===== src/hw/rtl/pid_pkg.sv =====
// ---------------------------------------------------------------------------
// PID controller package
// Widths, register indices, item types and status types shared by the
// controller top level and its arithmetic units.
// ---------------------------------------------------------------------------
package pid_pkg;

  localparam int SAMPLE_WIDTH   = 16;
  localparam int GAIN_FRAC_BITS = 8;

  localparam int GAIN_W    = 16;
  localparam int TICK_W    = 16;
  localparam int OUT_W     = 24;
  localparam int CFG_IDX_W = 2;

  // error is one bit wider than a sample, the error step one more
  localparam int ERR_W  = SAMPLE_WIDTH + 1;
  localparam int DIFF_W = SAMPLE_WIDTH + 2;

  // shared multiplier: gain magnitude times error, step or tick magnitude
  localparam int MUL_A_W = GAIN_W;
  localparam int MUL_B_W = (SAMPLE_WIDTH + 1 > TICK_W) ? SAMPLE_WIDTH + 1 : TICK_W;
  localparam int MUL_P_W = MUL_A_W + MUL_B_W;

  // divider numerator holds a product plus half the divisor
  localparam int DIV_NUM_W = ((MUL_P_W > 32) ? MUL_P_W : 32) + 1;
  localparam int DIV_QUO_W = OUT_W;

  localparam logic [CFG_IDX_W-1:0] CFG_GAIN_P = 2'd0;
  localparam logic [CFG_IDX_W-1:0] CFG_GAIN_I = 2'd1;
  localparam logic [CFG_IDX_W-1:0] CFG_GAIN_D = 2'd2;

  localparam logic signed [GAIN_W-1:0] GAIN_P_RESET = 16'sd256;

  localparam logic signed [OUT_W-1:0] OUT_MAX = {1'b0, {(OUT_W-1){1'b1}}};
  localparam logic signed [OUT_W-1:0] OUT_MIN = {1'b1, {(OUT_W-1){1'b0}}};

  typedef struct packed {
    logic signed [SAMPLE_WIDTH-1:0] setpoint;
    logic signed [SAMPLE_WIDTH-1:0] measurement;
    logic        [TICK_W-1:0]       elapsed_ticks;
  } pid_in_t;

  typedef struct packed {
    logic signed [OUT_W-1:0] drive;
    logic signed [OUT_W-1:0] term_proportional;
    logic signed [OUT_W-1:0] term_integral;
    logic signed [OUT_W-1:0] term_derivative;
    logic                    saturated;
    logic                    zero_interval;
  } pid_out_t;

  typedef struct packed {
    logic done;
    logic overflow;
  } pid_div_stat_t;

endpackage


===== src/hw/rtl/pid_mul.sv =====
// ---------------------------------------------------------------------------
// PID shared multiplier
// Unsigned magnitude multiplier with a registered product, reused by the
// sequencer for every product of a control step.
// ---------------------------------------------------------------------------
module pid_mul #(
  parameter int AWidth = pid_pkg::MUL_A_W,
  parameter int BWidth = pid_pkg::MUL_B_W
) (
  input  logic                     clk,
  input  logic [AWidth-1:0]        a,
  input  logic [BWidth-1:0]        b,
  output logic [AWidth+BWidth-1:0] prod
);

  always_ff @(posedge clk) begin
    prod <= {{BWidth{1'b0}}, a} * {{AWidth{1'b0}}, b};
  end

endmodule


===== src/hw/rtl/pid_div.sv =====
// ---------------------------------------------------------------------------
// PID derivative divider
// Restoring divider, one quotient bit per cycle. Quotients that would not
// fit the result width are flagged at start and take no steps.
// ---------------------------------------------------------------------------
module pid_div #(
  parameter int NumW = pid_pkg::DIV_NUM_W,
  parameter int DenW = pid_pkg::TICK_W,
  parameter int QuoW = pid_pkg::DIV_QUO_W
) (
  input  logic                  clk,
  input  logic                  rst,
  input  logic                  start,
  input  logic [NumW-1:0]       num,
  input  logic [DenW-1:0]       den,
  output logic [QuoW-1:0]       quo,
  output pid_pkg::pid_div_stat_t stat
);

  localparam int HiW  = NumW - QuoW;
  localparam int CmpW = (HiW > DenW) ? HiW : DenW;
  localparam int CntW = $clog2(QuoW + 1);

  logic [DenW-1:0] den_q;
  logic [DenW-1:0] rem;
  logic [QuoW-1:0] work;
  logic [CntW-1:0] count;
  logic            active;
  logic            done;
  logic            ovf;

  logic [HiW-1:0]  hi;
  logic            too_big;
  logic [DenW:0]   sh;
  logic [DenW:0]   sub;
  logic            ge;
  logic [DenW-1:0] rem_step;

  always_comb begin
    hi       = num[NumW-1:QuoW];
    too_big  = CmpW'(hi) >= CmpW'(den);
    sh       = {rem, work[QuoW-1]};
    sub      = sh - {1'b0, den_q};
    ge       = sh >= {1'b0, den_q};
    rem_step = ge ? sub[DenW-1:0] : sh[DenW-1:0];
  end

  always_ff @(posedge clk) begin
    if (rst) begin
      active <= 1'b0;
      done   <= 1'b0;
      ovf    <= 1'b0;
      count  <= '0;
    end else begin
      done <= 1'b0;
      if (start) begin
        ovf <= too_big;
        if (too_big) begin
          done   <= 1'b1;
          active <= 1'b0;
        end else begin
          active <= 1'b1;
          count  <= CntW'(QuoW);
        end
      end else if (active) begin
        count <= count - CntW'(1);
        if (count == CntW'(1)) begin
          active <= 1'b0;
          done   <= 1'b1;
        end
      end
    end
  end

  // high part is below the divisor when the quotient fits, so it seeds rem
  always_ff @(posedge clk) begin
    if (start) begin
      den_q <= den;
      rem   <= DenW'(hi);
      work  <= num[QuoW-1:0];
    end else if (active) begin
      rem  <= rem_step;
      work <= {work[QuoW-2:0], ge};
    end
  end

  assign quo           = work;
  assign stat.done     = done;
  assign stat.overflow = ovf;

endmodule


===== src/hw/rtl/pid_controller_top.sv =====
// ---------------------------------------------------------------------------
// PID controller top level
// Parallel-form PID step: proportional, integral and derivative terms from
// one setpoint/measurement item, with a kept integral and previous error.
// ---------------------------------------------------------------------------
// One item is worked on at a time. An accepted item passes through the
// sequencing states MP, MGI, MLO, MHI, ACC, INC and INT, the restoring
// divider for the derivative (24 quotient steps; skipped when elapsed_ticks
// is zero, no steps when the quotient would not fit and is clipped) and the
// DRV state that sums the drive; the next item can be taken once the result
// is loaded. The sequencing states make five passes through the shared
// multiplier and fold the integral. A finished result waits in the output
// register while the next item is accepted; a result still held there only
// delays the last step. Gains are signed Q8.8 and are to be written by the
// user only while the block is idle; the block itself does not enforce it.
// Terms, integral and drive clip at the 24-bit range and raise saturated;
// rounding is to nearest with ties away from zero.
module pid_controller_top #(
  parameter int FracBits = pid_pkg::GAIN_FRAC_BITS
) (
  input  logic                            clk,
  input  logic                            rst,
  input  logic                            sample_valid,
  output logic                            sample_stall,
  input  pid_pkg::pid_in_t                sample,
  output logic                            result_valid,
  input  logic                            result_stall,
  output pid_pkg::pid_out_t               result,
  input  logic                            cfg_write,
  input  logic [pid_pkg::CFG_IDX_W-1:0]   cfg_index,
  input  logic [pid_pkg::GAIN_W-1:0]      cfg_data
);

  import pid_pkg::*;

  localparam int AccW  = SAMPLE_WIDTH + 32;
  localparam int IncRW = (AccW + 1 > 42) ? AccW + 1 : 42;
  localparam int IncW  = 41;
  localparam int SumW  = 43;
  localparam int MagW  = MUL_P_W + 1;
  localparam int DrvW  = OUT_W + 2;
  localparam int HALF_F = (1 << FracBits) >> 1;

  localparam logic [IncRW-1:0] INC_LIMIT = {{(IncRW-41){1'b0}}, 1'b1, 40'b0};
  localparam logic [MagW-1:0]  MAG_POS_LIM = MagW'((1 << (OUT_W-1)) - 1);
  localparam logic [MagW-1:0]  MAG_NEG_LIM = MagW'(1 << (OUT_W-1));

  typedef enum logic [10:0] {
    S_IDLE = 11'b000_0000_0001,
    S_MP   = 11'b000_0000_0010,
    S_MGI  = 11'b000_0000_0100,
    S_MLO  = 11'b000_0000_1000,
    S_MHI  = 11'b000_0001_0000,
    S_ACC  = 11'b000_0010_0000,
    S_INC  = 11'b000_0100_0000,
    S_INT  = 11'b000_1000_0000,
    S_DIV  = 11'b001_0000_0000,
    S_DRV  = 11'b010_0000_0000,
    S_HOLD = 11'b100_0000_0000
  } state_t;

  typedef struct packed {
    logic signed [OUT_W-1:0] val;
    logic                    hit;
  } clip_t;

  // signed value from a magnitude and sign, clipped to the output range
  function automatic clip_t clip_mag(input logic [MagW-1:0] m, input logic neg);
    clip_t r;
    r.hit = 1'b0;
    if (neg) begin
      if (m > MAG_NEG_LIM) begin
        r.val = OUT_MIN;
        r.hit = 1'b1;
      end else begin
        r.val = -signed'(m[OUT_W-1:0]);
      end
    end else begin
      if (m > MAG_POS_LIM) begin
        r.val = OUT_MAX;
        r.hit = 1'b1;
      end else begin
        r.val = signed'(m[OUT_W-1:0]);
      end
    end
    return r;
  endfunction

  state_t state, state_next;

  logic signed [GAIN_W-1:0] gain_p, gain_i, gain_d;
  logic signed [OUT_W-1:0]  integral, term_p, term_d;
  logic signed [ERR_W-1:0]  prev_err, err;
  logic signed [DIFF_W-1:0] diff;
  logic [TICK_W-1:0]        dt;
  logic                     zero, sat;

  logic [MUL_A_W-1:0]   gidt_hi, mul_a;
  logic [MUL_B_W-1:0]   mul_b;
  logic [MUL_P_W-1:0]   prod;
  logic [AccW-1:0]      acc;
  logic [IncW-1:0]      inc_mag;
  logic [DIV_NUM_W-1:0] dnum;
  logic [DIV_QUO_W-1:0] div_quo;
  pid_div_stat_t        div_stat;
  logic                 div_start;

  logic                     take, load;
  logic signed [ERR_W-1:0]  err_calc;
  logic signed [DIFF_W-1:0] diff_calc;
  logic [GAIN_W-1:0]        gp_mag, gi_mag, gd_mag;
  logic [SAMPLE_WIDTH-1:0]  err_mag;
  logic [DIFF_W-2:0]        diff_mag;
  logic                     p_neg, i_neg, d_neg;
  logic [MagW-1:0]          p_round;
  clip_t                    p_clip, d_clip, int_clip, drv_clip;
  logic [IncRW-1:0]         inc_round;
  logic [DIV_NUM_W-1:0]     half_den, dnum_calc;
  logic signed [SumW-1:0]   inc_s, int_sum;
  logic signed [DrvW-1:0]   drv_sum;

  assign take         = sample_valid && !sample_stall;
  assign sample_stall = rst || (state != S_IDLE);
  assign load         = (state == S_DRV || state == S_HOLD) && (!result_valid || !result_stall);
  assign div_start    = (state == S_INT) && !zero;

  always_comb begin
    err_calc  = ERR_W'(sample.setpoint) - ERR_W'(sample.measurement);
    diff_calc = DIFF_W'(err_calc) - DIFF_W'(prev_err);

    gp_mag   = gain_p[GAIN_W-1] ? GAIN_W'(-gain_p) : GAIN_W'(gain_p);
    gi_mag   = gain_i[GAIN_W-1] ? GAIN_W'(-gain_i) : GAIN_W'(gain_i);
    gd_mag   = gain_d[GAIN_W-1] ? GAIN_W'(-gain_d) : GAIN_W'(gain_d);
    err_mag  = err[ERR_W-1] ? SAMPLE_WIDTH'(-err) : SAMPLE_WIDTH'(err);
    diff_mag = diff[DIFF_W-1] ? (DIFF_W-1)'(-diff) : (DIFF_W-1)'(diff);
    p_neg    = gain_p[GAIN_W-1] ^ err[ERR_W-1];
    i_neg    = gain_i[GAIN_W-1] ^ err[ERR_W-1];
    d_neg    = gain_d[GAIN_W-1] ^ diff[DIFF_W-1];

    p_round = (MagW'(prod) + MagW'(HALF_F)) >> FracBits;
    p_clip  = clip_mag(p_round, p_neg);

    inc_round = (IncRW'(acc) + IncRW'(HALF_F)) >> FracBits;

    half_den  = (DIV_NUM_W'(dt) << FracBits) >> 1;
    dnum_calc = (DIV_NUM_W'(prod) + half_den) >> FracBits;

    inc_s   = i_neg ? -signed'(SumW'(inc_mag)) : signed'(SumW'(inc_mag));
    int_sum = SumW'(integral) + inc_s;
    int_clip.hit = 1'b0;
    if (int_sum > SumW'(OUT_MAX)) begin
      int_clip.val = OUT_MAX;
      int_clip.hit = 1'b1;
    end else if (int_sum < SumW'(OUT_MIN)) begin
      int_clip.val = OUT_MIN;
      int_clip.hit = 1'b1;
    end else begin
      int_clip.val = int_sum[OUT_W-1:0];
    end

    d_clip = clip_mag(MagW'({div_stat.overflow, div_quo}), d_neg);

    drv_sum = DrvW'(term_p) + DrvW'(integral) + DrvW'(term_d);
    drv_clip.hit = 1'b0;
    if (drv_sum > DrvW'(OUT_MAX)) begin
      drv_clip.val = OUT_MAX;
      drv_clip.hit = 1'b1;
    end else if (drv_sum < DrvW'(OUT_MIN)) begin
      drv_clip.val = OUT_MIN;
      drv_clip.hit = 1'b1;
    end else begin
      drv_clip.val = drv_sum[OUT_W-1:0];
    end
  end

  // multiplier operands; the product is registered and shows in the next state
  always_comb begin
    unique case (state)
      S_MP: begin
        mul_a = gp_mag;
        mul_b = MUL_B_W'(err_mag);
      end
      S_MGI: begin
        mul_a = gi_mag;
        mul_b = MUL_B_W'(dt);
      end
      S_MLO: begin
        mul_a = prod[MUL_A_W-1:0];
        mul_b = MUL_B_W'(err_mag);
      end
      S_MHI: begin
        mul_a = gidt_hi;
        mul_b = MUL_B_W'(err_mag);
      end
      default: begin
        mul_a = gd_mag;
        mul_b = MUL_B_W'(diff_mag);
      end
    endcase
  end

  always_comb begin
    state_next = state;
    unique case (state)
      S_IDLE: if (take) state_next = S_MP;
      S_MP:   state_next = S_MGI;
      S_MGI:  state_next = S_MLO;
      S_MLO:  state_next = S_MHI;
      S_MHI:  state_next = S_ACC;
      S_ACC:  state_next = S_INC;
      S_INC:  state_next = S_INT;
      S_INT:  state_next = zero ? S_DRV : S_DIV;
      S_DIV:  if (div_stat.done) state_next = S_DRV;
      S_DRV:  state_next = load ? S_IDLE : S_HOLD;
      S_HOLD: if (load) state_next = S_IDLE;
      default: state_next = S_IDLE;
    endcase
  end

  always_ff @(posedge clk) begin
    if (rst) begin
      state        <= S_IDLE;
      result_valid <= 1'b0;
      gain_p       <= GAIN_P_RESET;
      gain_i       <= '0;
      gain_d       <= '0;
      integral     <= '0;
      prev_err     <= '0;
    end else begin
      state <= state_next;
      if (load) begin
        result_valid <= 1'b1;
      end else if (!result_stall) begin
        result_valid <= 1'b0;
      end
      if (cfg_write) begin
        unique case (cfg_index)
          CFG_GAIN_P: gain_p <= signed'(cfg_data);
          CFG_GAIN_I: gain_i <= signed'(cfg_data);
          CFG_GAIN_D: gain_d <= signed'(cfg_data);
          default: ;
        endcase
      end
      if (take) begin
        prev_err <= err_calc;
      end
      if (state == S_INT) begin
        integral <= int_clip.val;
      end
    end
  end

  always_ff @(posedge clk) begin
    unique case (state)
      S_IDLE: begin
        if (take) begin
          err  <= err_calc;
          diff <= diff_calc;
          dt   <= sample.elapsed_ticks;
          zero <= (sample.elapsed_ticks == '0);
          sat  <= 1'b0;
        end
      end
      S_MGI: begin
        term_p <= p_clip.val;
        sat    <= sat | p_clip.hit;
      end
      S_MLO: gidt_hi <= prod[2*MUL_A_W-1:MUL_A_W];
      S_MHI: acc <= AccW'(prod);
      S_ACC: acc <= acc + (AccW'(prod) << MUL_A_W);
      S_INC: begin
        dnum <= dnum_calc;
        if (inc_round > INC_LIMIT) begin
          inc_mag <= IncW'(INC_LIMIT);
          sat     <= 1'b1;
        end else begin
          inc_mag <= IncW'(inc_round);
        end
      end
      S_INT: begin
        sat <= sat | int_clip.hit;
        if (zero) term_d <= '0;
      end
      S_DIV: begin
        if (div_stat.done) begin
          term_d <= d_clip.val;
          sat    <= sat | d_clip.hit;
        end
      end
      S_DRV, S_HOLD: begin
        if (load) begin
          result.drive             <= drv_clip.val;
          result.term_proportional <= term_p;
          result.term_integral     <= integral;
          result.term_derivative   <= term_d;
          result.saturated         <= sat | drv_clip.hit;
          result.zero_interval     <= zero;
        end
      end
      default: ;
    endcase
  end

  pid_mul #(
    .AWidth(MUL_A_W),
    .BWidth(MUL_B_W)
  ) u_mul (
    .clk  (clk),
    .a    (mul_a),
    .b    (mul_b),
    .prod (prod)
  );

  pid_div #(
    .NumW(DIV_NUM_W),
    .DenW(TICK_W),
    .QuoW(DIV_QUO_W)
  ) u_div (
    .clk   (clk),
    .rst   (rst),
    .start (div_start),
    .num   (dnum),
    .den   (dt),
    .quo   (div_quo),
    .stat  (div_stat)
  );

endmodule

===== config.mk =====
export PLATFORM = sky130hd
export DESIGN_NAME = pid_controller_top
export DESIGN_NICKNAME = d
export VERILOG_FILES = /design/src/hw/rtl/pid_pkg.sv /design/src/hw/rtl/pid_mul.sv /design/src/hw/rtl/pid_div.sv /design/src/hw/rtl/pid_controller_top.sv
export SDC_FILE = /design/constraint.sdc
export NUM_CORES = 2
export LEC_CHECK = 0
export BUFFER_PORTS_ARGS = -buffer_cell sky130_fd_sc_hd__buf_4
export CORE_AREA = 2 2 305 307
export CTS_CLUSTER_DIAMETER = 120
export DETAILED_ROUTE_END_ITERATION = 10
export DIE_AREA = 0 0 307 309
export GPL_ROUTABILITY_DRIVEN = 0
export PLACE_DENSITY = 0.59
export SETUP_SLACK_MARGIN = 0.02
export SLEW_MARGIN = 20
export SYNTH_ARGS = -nofsm -noshare
export SYNTH_HDL_FRONTEND = slang
export SYNTH_SLANG_ARGS = --single-unit

===== constraint.sdc =====
create_clock -name clk -period 12.2 [get_ports clk]
set_input_delay 2.44 -clock clk [delete_from_list [all_inputs] [get_ports clk]]
set_output_delay 2.44 -clock clk [all_outputs]
set_load 0.05 [all_outputs]

==> results.py <==
metrics = {
    "sta": {
        "slew_headroom_pct": 25.2,
        "finalMaxSlewViolations": 0,
        "setup_tns_ps": 0,
        "hold_viol": 0,
        "fin_crit_ps": 9870,
        "rsz0062_at_grt": "false",
        "max_freq_mhz": 101,
        "setup_viol": 0,
        "whs_ps": 475,
        "fin_crit_sh_pct": 80.9,
        "tightest_slew_ps": 1120,
        "fin_skew_ps": 20.8,
    },
    "layout": {
        "seq_area_sq_mm": 0.0142,
        "stdcell_count": 5791,
        "fill_cells": 8519,
        "multi_input_area_sq_mm": 0.0248,
        "layout_commonest_cell": "nand2_1",
        "num-nets-final": 5147,
        "final_cell_mix": "nand2_1, inv_1, edfxtp_1, nor2_1, ha_1",
        "syn2layout_area_growth_pct": 11.7,
        "utilization_pct": 50.1,
        "drive_gt1_share_pct": 9.04,
    },
    "global_route": {
        "antenna_found_initial": 1,
        "globalRouteTotalUtil_pct": 24.4,
        "grt_pass1_vias": 31900,
        "grt_max_degree": 84,
        "grt_pass1_wl_um": 182000,
        "grt.overflow.total": 0,
    },
    "clocking": {
        "root_buffer": "clkbuf_16",
        "postCtsResizedCells": 0,
        "holdBufCountCts": 0,
        "cts_tree": "built",
        "cts_buffers": 57,
        "clock-sinks": 521,
        "postCtsSetupBuffers": 0,
        "clockBufferDepth": 3,
        "insertion_delay_ps": 620,
        "h-tree-depth": 2,
        "clkSlewWorstSetupHoldPaths_ps": 60,
    },
    "worst_setup_path": {
        "crit_slowest_cell": "inv_2",
        "reg2reg_from": "state[1]$_SDFFE_PP0P_",
        "cpPeakStageDelay_ps": 950,
        "cp.required_ps": 12690,
        "cpMostUsedCell": "fa_1",
        "crit_start": "state[1]$_SDFFE_PP0P_",
        "end_kind": "register",
        "path_max_fanout": 42,
        "worstSetupPathType": "reg -> reg",
        "arrival_ps": 10360,
        "start_kind": "register",
    },
    "floorplanning": {
        "dieWidth_um": 307,
        "rows": 111,
        "dieArea_sq_mm": 0.0949,
        "core_area_sq_mm": 0.0914,
        "start_util_pct": 44.9,
        "ios": 171,
        "die_h_um": 309,
    },
    "yosys": {
        "syn_area_sq_mm": 0.0410,
        "ys_warn_count": 0,
        "synth_edf_count": 373,
        "avgSynthCellArea_sq_um": 9.30,
        "async_flop_share_pct": 0,
        "syn_nets": 5001,
        "synth_cells": 4409,
        "ys_seq_elements": 521,
        "ys.flop_type": "edfxtp_1",
        "synth_cell_type_count": 83,
        "yosysSeqAreaShare_pct": 34.5,
    },
    "placement": {
        "dp_hpwl_um": 89100,
        "place_inst": 5682,
        "io_buffers": 170,
    },
    "detailed_routing": {
        "drc_errors": 0,
        "wire_per_inst_um": 20.0,
        "vias_per_cell": 5.59,
        "ant_nets": 0,
        "vias": 32400,
        "drt_first_pass_iters": 5,
        "wirelength_um": 116000,
        "drtIter0Drc": 2765,
    },
    "run": {
        "maxCapViolations": 0,
    },
    "power_and_ir_drop": {
        "p_clk_share_pct": 29.2,
        "power.total_mw": 6.20,
        "irDropWorstVdd_mv": 0.107,
        "intPower_mw": 3.95,
        "comb_power_share_pct": 36.2,
        "netSwitchingPower_mw": 2.25,
        "p_sw_share_pct": 36.3,
        "power.density_mw_per_mm2": 135,
        "seqPwrFrac_pct": 34.6,
        "leakagePower_nw": 19.3,
    },
    "status": {
        "run_status": "finished clean",
    },
    "min_path": {
        "min_path_type": "reg -> reg",
        "hp-start": "term_d[0]$_SDFFCE_PP0P_",
    },
}
layout make-up:
cell class                 count  area share, %
timing repair buffer         243           3.98
tap                         1186           3.24
multi-input combinational   3324           54.2
antenna                        1        0.00546
sequential                   521           30.9
inverter                     408           3.34
clock buffer                  75           3.49
clock inverter                33          0.828
cell usage after synthesis, types with 50 or more instances:
cell	n	area share, %
a211oi_1	52	0.95
a21o_1	99	1.8
a21oi_1	252	3.1
a31oi_1	50	0.76
and2_1	87	1.3
clkbuf_1	141	1.3
dfxtp_1	148	7.2
edfxtp_1	373	27
fa_1	239	12
ha_1	282	8.6
inv_1	408	3.7
nand2_1	600	5.5
nand3_1	73	0.89
nor2_1	315	2.9
nor3_1	82	1.0
o21ai_0	224	2.7
o31ai_1	60	1.1
xnor2_1	195	4.2
xor2_1	126	2.7
state kept, by name, summed over array words and instances (netlist names), 17 cells and up:
register	count
term_p	24
term_d	24
integral	24
prev_err	17
diff	18
acc	41
u_mul.prod	33
u_div.quo	24
dnum	26
result	98
err	17
inc_mag	41
stage by stage:
| step | area, sq um | setup WS (ps) |
|---|---|---|
| detailed placement | 43800 | 2420 |
| global route | 45800 | 1390 |
| floorplan | 41000 | 3440 |
| global placement | 43800 | 2650 |
| finish | 45800 | 2330 |
| CTS | 45800 | 2370 |
logic make-up after synthesis:
group,count (synthesis),synth area share (%)
muxes,39,0.977
adders and majority gates,521,20.3
and+or+nand+nor,1477,17.1
buffers and inverters,564,5.21
AOI/OAI and AO/OA,966,15.0
DFF,521,34.5
xor gates and xnor gates,321,6.86
power by group through the flow:
| stage | clock (mW) | sequential, mW | combinational (mW) |
|---|---|---|---|
| final | 1.81 | 2.14 | 2.24 |
| after global routing | 1.91 | 2.15 | 2.52 |
| after CTS | 1.84 | 2.14 | 2.24 |
| after detailed placement | 0 | 2.18 | 2.23 |
| after global placement | 0 | 2.18 | 2.21 |
| after floorplan | 0 | 2.13 | 1.56 |
metal layers:
metal / vias to the layer above / part of all wire [%] / GRT usage (%)
met2: 1008 / 48 / 41.9
met5: - / 0 / 0
li1: 15700 / - / -
met3: 178 / 6.2 / 3.31
met4: 0 / 2.9 / 6.97
met1: 15500 / 43 / 32.4
worst max-delay path: cells and delay by family, from the launching register on:
family          cells  cell delay [ps]
compound gates      5             1060
xor+xnor            1              150
fa+ha+maj           7             3540
buf+inv             3             1060
flops               1              340
simple gates       12             3580
worst paths after layout:
| path | slack [ps] | cells after the start | end |
|---|---|---|---|
| setup reg to reg | 2330 | 28 | u_mul.prod[31]$_DFF_P_ |
| hold / removal | 480 | 0 | result[2]$_DFFE_PP_ |
| setup / recovery | 2330 | 28 | u_mul.prod[31]$_DFF_P_ |
| hold reg to reg | 480 | 0 | result[2]$_DFFE_PP_ |
(Power assumes the default switching activity.)
